==> src/rtl/core/pss_pkg.sv <==
// ----------------------------------------------------------------------------
// pss_pkg
// Shared types, constants and the ordering function of the priority sort
// scheduler.
// ----------------------------------------------------------------------------
`default_nettype none

package pss_pkg;

	localparam int ID_W     = 16;
	localparam int WEIGHT_W = 32;
	localparam int POS_W    = 6;
	localparam int BATCH_W  = 7;
	localparam int DUP_W    = 6;
	localparam int EPS_W    = 31;
	localparam int IN_W     = 48;
	localparam int OUT_W    = 48;

	// configuration register indexes
	localparam logic CFG_ZERO_EPSILON = 1'b0;
	localparam logic CFG_TIE_BREAK    = 1'b1;

	// cell operation codes
	localparam logic [1:0] MODE_HOLD  = 2'd0;
	localparam logic [1:0] MODE_LOAD  = 2'd1;
	localparam logic [1:0] MODE_SORT  = 2'd2;
	localparam logic [1:0] MODE_DRAIN = 2'd3;

	typedef struct packed {
		logic                       valid;
		logic [ID_W-1:0]            id;
		logic signed [WEIGHT_W-1:0] weight;
		logic [POS_W-1:0]           pos;
	} entry_t;

	typedef struct packed {
		logic [1:0] mode;
		logic       odd_phase;
		logic       by_index;
	} cell_ctl_t;

	// true when entry a has to come before entry b in the sorted run
	function automatic logic goes_before(entry_t a, entry_t b, logic by_index);
		logic res;
		if (!a.valid) begin
			res = 1'b0;
		end else if (!b.valid) begin
			res = 1'b1;
		end else if (a.weight != b.weight) begin
			res = (a.weight > b.weight);
		end else if (by_index && (a.id != b.id)) begin
			res = (a.id < b.id);
		end else begin
			res = (a.pos < b.pos);
		end
		return res;
	endfunction

endpackage

`default_nettype wire

==> src/rtl/core/pss_cell.sv <==
// ----------------------------------------------------------------------------
// pss_cell
// One slot of the sort chain: shifts in on load, compare-exchanges with a
// neighbour while sorting and shifts towards the head while draining.
// ----------------------------------------------------------------------------
`default_nettype none

module pss_cell #(
	parameter bit PARITY = 1'b0
) (
	input  wire                     clk,
	input  wire                     arst_n,
	input  wire pss_pkg::cell_ctl_t ctl,
	input  wire pss_pkg::entry_t    left_entry,
	input  wire pss_pkg::entry_t    right_entry,
	input  wire                     swap_in,
	output logic                    swap_out,
	output pss_pkg::entry_t         entry
);

	logic                                valid_q;
	logic [pss_pkg::ID_W-1:0]            id_q;
	logic signed [pss_pkg::WEIGHT_W-1:0] weight_q;
	logic [pss_pkg::POS_W-1:0]           pos_q;
	logic                                is_left;
	logic                                take_left;
	logic                                take_right;

	always_comb begin
		entry.valid  = valid_q;
		entry.id     = id_q;
		entry.weight = weight_q;
		entry.pos    = pos_q;
	end

	// this cell is the lower slot of an active pair in the current round
	assign is_left = (ctl.mode == pss_pkg::MODE_SORT) && (ctl.odd_phase == PARITY);
	assign swap_out = is_left && pss_pkg::goes_before(right_entry, entry, ctl.by_index);

	assign take_left  = (ctl.mode == pss_pkg::MODE_LOAD) ||
		((ctl.mode == pss_pkg::MODE_SORT) && !is_left && swap_in);
	assign take_right = (ctl.mode == pss_pkg::MODE_DRAIN) || swap_out;

	always_ff @(posedge clk or negedge arst_n) begin
		if (!arst_n) begin
			valid_q <= 1'b0;
		end else if (take_left) begin
			valid_q <= left_entry.valid;
		end else if (take_right) begin
			valid_q <= right_entry.valid;
		end
	end

	always_ff @(posedge clk) begin
		if (take_left) begin
			id_q     <= left_entry.id;
			weight_q <= left_entry.weight;
			pos_q    <= left_entry.pos;
		end else if (take_right) begin
			id_q     <= right_entry.id;
			weight_q <= right_entry.weight;
			pos_q    <= right_entry.pos;
		end
	end

endmodule

`default_nettype wire

==> config.mk <==
export PLATFORM = sky130hd
export DESIGN_NAME = pss_cell
export DESIGN_NICKNAME = d
export VERILOG_FILES = /design/src/rtl/core/pss_pkg.sv /design/src/rtl/core/pss_cell.sv
export SDC_FILE = /design/constraint.sdc
export NUM_CORES = 1
export LEC_CHECK = 0
export ABC_AREA = 1
export BUFFER_PORTS_ARGS = -buffer_cell sky130_fd_sc_hd__buf_2
export CORE_MARGIN = 5
export CORE_UTILIZATION = 35
export CTS_BUF_LIST = sky130_fd_sc_hd__clkbuf_4
export CTS_CLUSTER_SIZE = 8
export DETAILED_ROUTE_END_ITERATION = 10
export PLACE_DENSITY_LB_ADDON = 0.1
export SLEW_MARGIN = 20
export SYNTH_ARGS = -nofsm -noshare
export SYNTH_HDL_FRONTEND = slang
export SYNTH_SLANG_ARGS = --single-unit
==> constraint.sdc <==
create_clock -name clk -period 2.93 [get_ports clk]
set_input_delay 0.293 -clock clk [delete_from_list [all_inputs] [get_ports clk]]
set_output_delay 0.293 -clock clk [all_outputs]
set_load 0.05 [all_outputs]
* Word-level counts from Yosys, hierarchy flattened
Cells that the tools add are included.
** Operators by class
- Multiplexer cells :: 12
- Order comparisons :: 3
- Equality and inequality tests :: 5
- Bitwise gates (word level) :: 1
- Reduce and logical (&&, ||, !) cells :: 9
** Operators by type and width (number)
- 32-bit two-way mux :: 2
- 32-bit greater-than comparator :: 1
- 16-bit two-way mux :: 2
- 32-bit != test :: 1
- 16-bit < comparator :: 1
- 16-bit != test :: 1
- 6-bit two-way mux :: 2
- 6-bit < comparator :: 1
- 1-bit two-way mux :: 6
- 1-bit logical AND :: 5
- 2-bit == test (second input constant) :: 2
- 2-bit by 1-bit == test with 1-bit output (second input constant) :: 1
- 1-bit logical OR :: 2
- 2-bit nonzero test :: 1
- 1-bit zero test :: 1
- 1-bit NOT :: 1
** Storage, ports and cells
- Bits in registers :: 55
- Output and inout bits :: 56
- Logic and storage cells :: 34

* Logic depth before layout (Yosys ltp)
- Depth in word-level cells :: 10
- Gate-level depth with buffers :: 20

* Worst setup path before layout
No wires, ideal clock.
- Path type :: register to register
- Start :: register weight_q[31] (netlist bit)
- End :: register id_q[0] (netlist bit) (enable)
- Path buffers :: 0
- Data required time :: 2.516 ns
- Setup time :: 0.414 ns
- Stages on the path, launching flop included :: 13
- Slack :: -0.440 ns
- Period minus slack after synthesis :: 3.370 ns
- Arrival :: 2.957 ns
- Cells stage by stage :: edfxtp_1 > inv_1 > ha_1 > nand2_1 > nor2_1 > nand2_1 > nor2_1 > nand4_1 > inv_1 > a21boi_1 > nand2_1 > nand2_1 > nand2_1
** On the way
- Word-level cells in the longest chain between the ends :: 7
** RTL lines
- start: declaration :: line pss_cell.sv:23 : logic signed [pss_pkg::WEIGHT_W-1:0] weight_q;
- start signal: assignment :: line pss_cell.sv:57 : weight_q <= left_entry.weight;
- start signal: assignment :: line pss_cell.sv:61 : weight_q <= right_entry.weight;
- 32-bit greater-than comparator / 32-bit != test (equally long branches) :: line pss_pkg.sv:50, pss_pkg.sv:49
- 1-bit two-way mux * :: line pss_pkg.sv:49 : end else if (a.weight != b.weight) begin
- 1-bit two-way mux * :: line pss_pkg.sv:47 : end else if (!b.valid) begin
- 1-bit two-way mux * :: line pss_pkg.sv:45 : if (!a.valid) begin
- 1-bit logical AND * :: line pss_cell.sv:38 : assign swap_out = is_left && pss_pkg::goes_before(right_entry, entry, ctl.by_index);
- 1-bit logical OR * :: line pss_cell.sv:42 : assign take_right = (ctl.mode == pss_pkg::MODE_DRAIN) || swap_out;
- 2-bit nonzero test (no line) *
- end signal: assignment :: line pss_cell.sv:56 : id_q <= left_entry.id;
- end signal: assignment :: line pss_cell.sv:60 : id_q <= right_entry.id;
- end: declaration :: line pss_cell.sv:22 : logic [pss_pkg::ID_W-1:0] id_q;
Mark *: on every way between the ends. The rest lies on a longest branch, timed or not.
A chain may end at the register's enable or synchronous reset.

* Worst setup path after layout
- Start :: register weight_q[23] (netlist bit)
- End :: output swap_out
** On the way
- Word-level cells in the longest chain between the ends :: 5
** RTL lines
- 32-bit greater-than comparator / 32-bit != test (equally long branches) :: line pss_pkg.sv:50, pss_pkg.sv:49
- 1-bit two-way mux * :: line pss_pkg.sv:49
- 1-bit two-way mux * :: line pss_pkg.sv:47
- 1-bit two-way mux * :: line pss_pkg.sv:45
- 1-bit logical AND * :: line pss_cell.sv:38
- end: declaration :: line pss_cell.sv:17 : output logic swap_out,
Marked as above.

==> flow_summary.json <==
{
  "final_net_count": 719,
  "tightest_pin_transition_ns": 0.4757,
  "peakVddDrop_mv": 0.1782,
  "synthArstFlopShare_pct": 1.818,
  "cts.path.max_buffers": 2,
  "netSwitchingFraction_pct": 36.71,
  "min_from": "left_entry[51]",
  "core_area_um2": 10750,
  "initial_core_util_pct": 35.51,
  "timing.critical_path.required_ns": 2.64,
  "post_layout_nonfiller_instances": 690,
  "hold_fails_final_rpt": 0,
  "root_buffer": "clkbuf_4",
  "timing.critical_path.slowest_cell_delay_ns": 0.37,
  "internal_power_mw": 1.359,
  "synth.ff_latch_count": 55,
  "worst_setup_path_start_kind": "register",
  "detailed_place_hpwl_mm": 7.840,
  "yosys_warnings": 0,
  "clock-sinks": 55,
  "power.total_mw": 2.148,
  "tritoncts_clock_tree": "done",
  "post-route-worst-setup-slack_ns": 0.3455,
  "seq_power_share_pct": 46.0,
  "seq_area_frac_synth_pct": 43.15,
  "most_common_cell_in_the_synthesized_netlist": "inv_1",
  "ff2ff_setup_slack_ns": 0.62,
  "die_y_um": 114.4,
  "drcViolationCount": 0,
  "die_width_um": 114.4,
  "route.detailed.vias_per_inst": 4.503,
  "cp_top_family": "simple AND/OR/NAND/NOR gates",
  "rsz0062_at_grt": "no",
  "grt_antenna_before_repair": 1,
  "routed_wire_length_per_instance_um": 13.63,
  "regToRegStartpoint": "weight_q[23]",
  "crit_path_max_fo": 3,
  "dieArea_um2": 13090,
  "detail_route.first_pass.iterations": 4,
  "mappedNetlistNets": 542,
  "numCtsBuffers": 5,
  "pin_count_of_the_biggest_net_entering_global_routing": 31,
  "h-tree-depth": 2,
  "synthCells": 372,
  "drv_slew": 0,
  "globalRouteTotalUtil_pct": 14.16,
  "number_of_nets_still_failing_antenna_checks_after_routing": 0,
  "clock_latency_ns": 0.38,
  "cap_viol_max_count": 0,
  "synth_common_cells": "inv_1 (72), nand2_1 (62), edfxtp_1 (54), ha_1 (53), mux2_2 (49)",
  "post-place-cells": 681,
  "dr_total_vias": 3107,
  "totalWireLength_mm": 9.407,
  "placement.io_buffers": 172,
  "hold_slack_ns": 0.1790,
  "vias_in_the_first_global_route": 3086,
  "maxSlewHeadroom_pct": 68.14,
  "post_synth_instance_area_um2": 3816,
  "max_freq_mhz": 386.9,
  "fin_crit_period_ns": 2.584,
  "boundaryPins": 173,
  "endpoint_kind_of_the_worst_setup_timing_path": "primary output",
  "most_area_hungry_cell_type_in_the_yosys_netlist": "edfxtp_1",
  "cp_cell_sequence": "inv_1, ha_1, nand2_1, nor2_1, nand4_1, nor2_2, nand4_1, inv_1, a21boi_1, nand2_1, nand2_1, inv_1, buf_6",
  "global_route_wire_length_before_repair_mm": 14.81,
  "post_synth_main_area_contributors": "edfxtp_1 (42%), ha_1 (17%), mux2_2 (14%)",
  "antenna-diode-count": 0,
  "filler_cells": 1083,
  "first_iter_violations": 78,
  "setup_viol_count_final": 0,
  "skew_ns": 0.01360,
  "post-route-period-util_pct": 88.21,
  "synth.top_cell.area_share_pct": 42.49,
  "layout-drive-gt1-share_pct": 43.27,
  "crit_path_top_delay_cell": "edfxtp_1",
  "pwr-share-clk_pct": 17.2,
  "min_path_type": "in2reg",
  "dp_worst_setup_slack_ns": 0.4747,
  "critical_path.n_buffers_inverters": 4,
  "final.setup.tns_ns": 0,
  "area_growth_pct": 29.77,
  "yosysUniqueCellTypes": 21,
  "power_per_cell_area_nw_per_um2": 433.7,
  "p_leak_nw": 2.572,
  "cts.clk_slew.worst_paths_ns": 0.16,
  "place_congestion": 0.7917,
  "synth.avg_cell_area_um2": 10.26,
  "criticalPathCategory": "reg2out",
  "data_arrival_critical_path_ns": 2.29,
  "ys_dominant_reg_cell": "edfxtp_1",
  "outcome": "finished clean",
  "placementRows": 38,
  "net-switching-power_uw": 788.5,
  "crit_path_start": "weight_q[23]",
  "share_comb_of_total_power_pct": 36.7,
  "synth_enable_flop_cells": 54,
  "globalRoute.totalOverflow": 0
}
## per-stage QoR
step                      utilization [%]  cell area (um^2)
after CTS                           45.85              4927
after global placement              45.20              4857
after global routing                46.09              4952
final                               46.09              4952
after detailed placement            45.20              4857
after floorplan                         -              3819
## power by group through the flow
stage,logic (mW),clock network (mW),registers (mW)
after floorplan,0.317,0,1.25
after global placement,0.786,0,1.01
after detailed placement,0.794,0,1.01
after CTS,0.799,0.393,0.990
after global routing,0.872,0.418,0.999
final,0.789,0.370,0.989
## state kept, by name, summed over array words and instances (netlist names)
signal	cells
id_q	16
pos_q	6
valid_q	1
weight_q	32
## worst paths after layout
check	to	cells past startpoint
min	id_q[13]	2
min reg2reg	valid_q	2
min in group asynchronous	valid_q	2
max reg2reg	pos_q[3]	13
max	swap_out	13
max in group asynchronous	valid_q	2
## layout make-up
type | instances | area, um^2 | share of cell area (%)
multi-input combinational | 238 | 1868 | 37.72
sequential | 55 | 1647 | 33.25
timing repair buffer | 177 | 932.1 | 18.82
inverter | 72 | 270.3 | 5.457
tap | 140 | 175.2 | 3.537
clock buffer | 8 | 60.06 | 1.213
## cell families (layout without fill, tap and decap cells)
kind of cell | after synthesis | after routing | share of synthesized area [%]
AO/OA/AOI/OAI | 44 | 44 | 6.361
flip-flops | 55 | 55 | 43.15
buffers and inverters | 79 | 257 | 8.656
AND/OR/NAND/NOR | 90 | 90 | 9.410
multiplexers | 51 | 51 | 15.05
adder cells (fa/ha/maj) | 53 | 53 | 17.38
## layout by cell type, fill, tap and decap left out, types with 7 or more instances in the layout
master	count
a21oi_1	24
buf_2	171
clkbuf_4	8
edfxtp_1	54
ha_1	52
inv_1	72
mux2_2	49
nand2_1	61
nand3_1	7
nor2_1	15
o21ai_0	10
## timing repair
action                                 4_1_cts  5_1_grt
endpoints found under the hold margin        1        0
resized for setup                            0        6
buffers inserted                             0        0
setup endpoints to repair                    0        1
hold buffers                                 1        0
## routing by layer
metal  GRT usage (%)  vias to the layer above  routed length [um]
met5               0                        -                  13
met4           3.880                        2                 123
met3           5.180                        9                 910
met2           22.47                      110                4242
met1           18.20                     1363                4118
li1                -                     1623                   -
(Power assumes the default switching activity.)
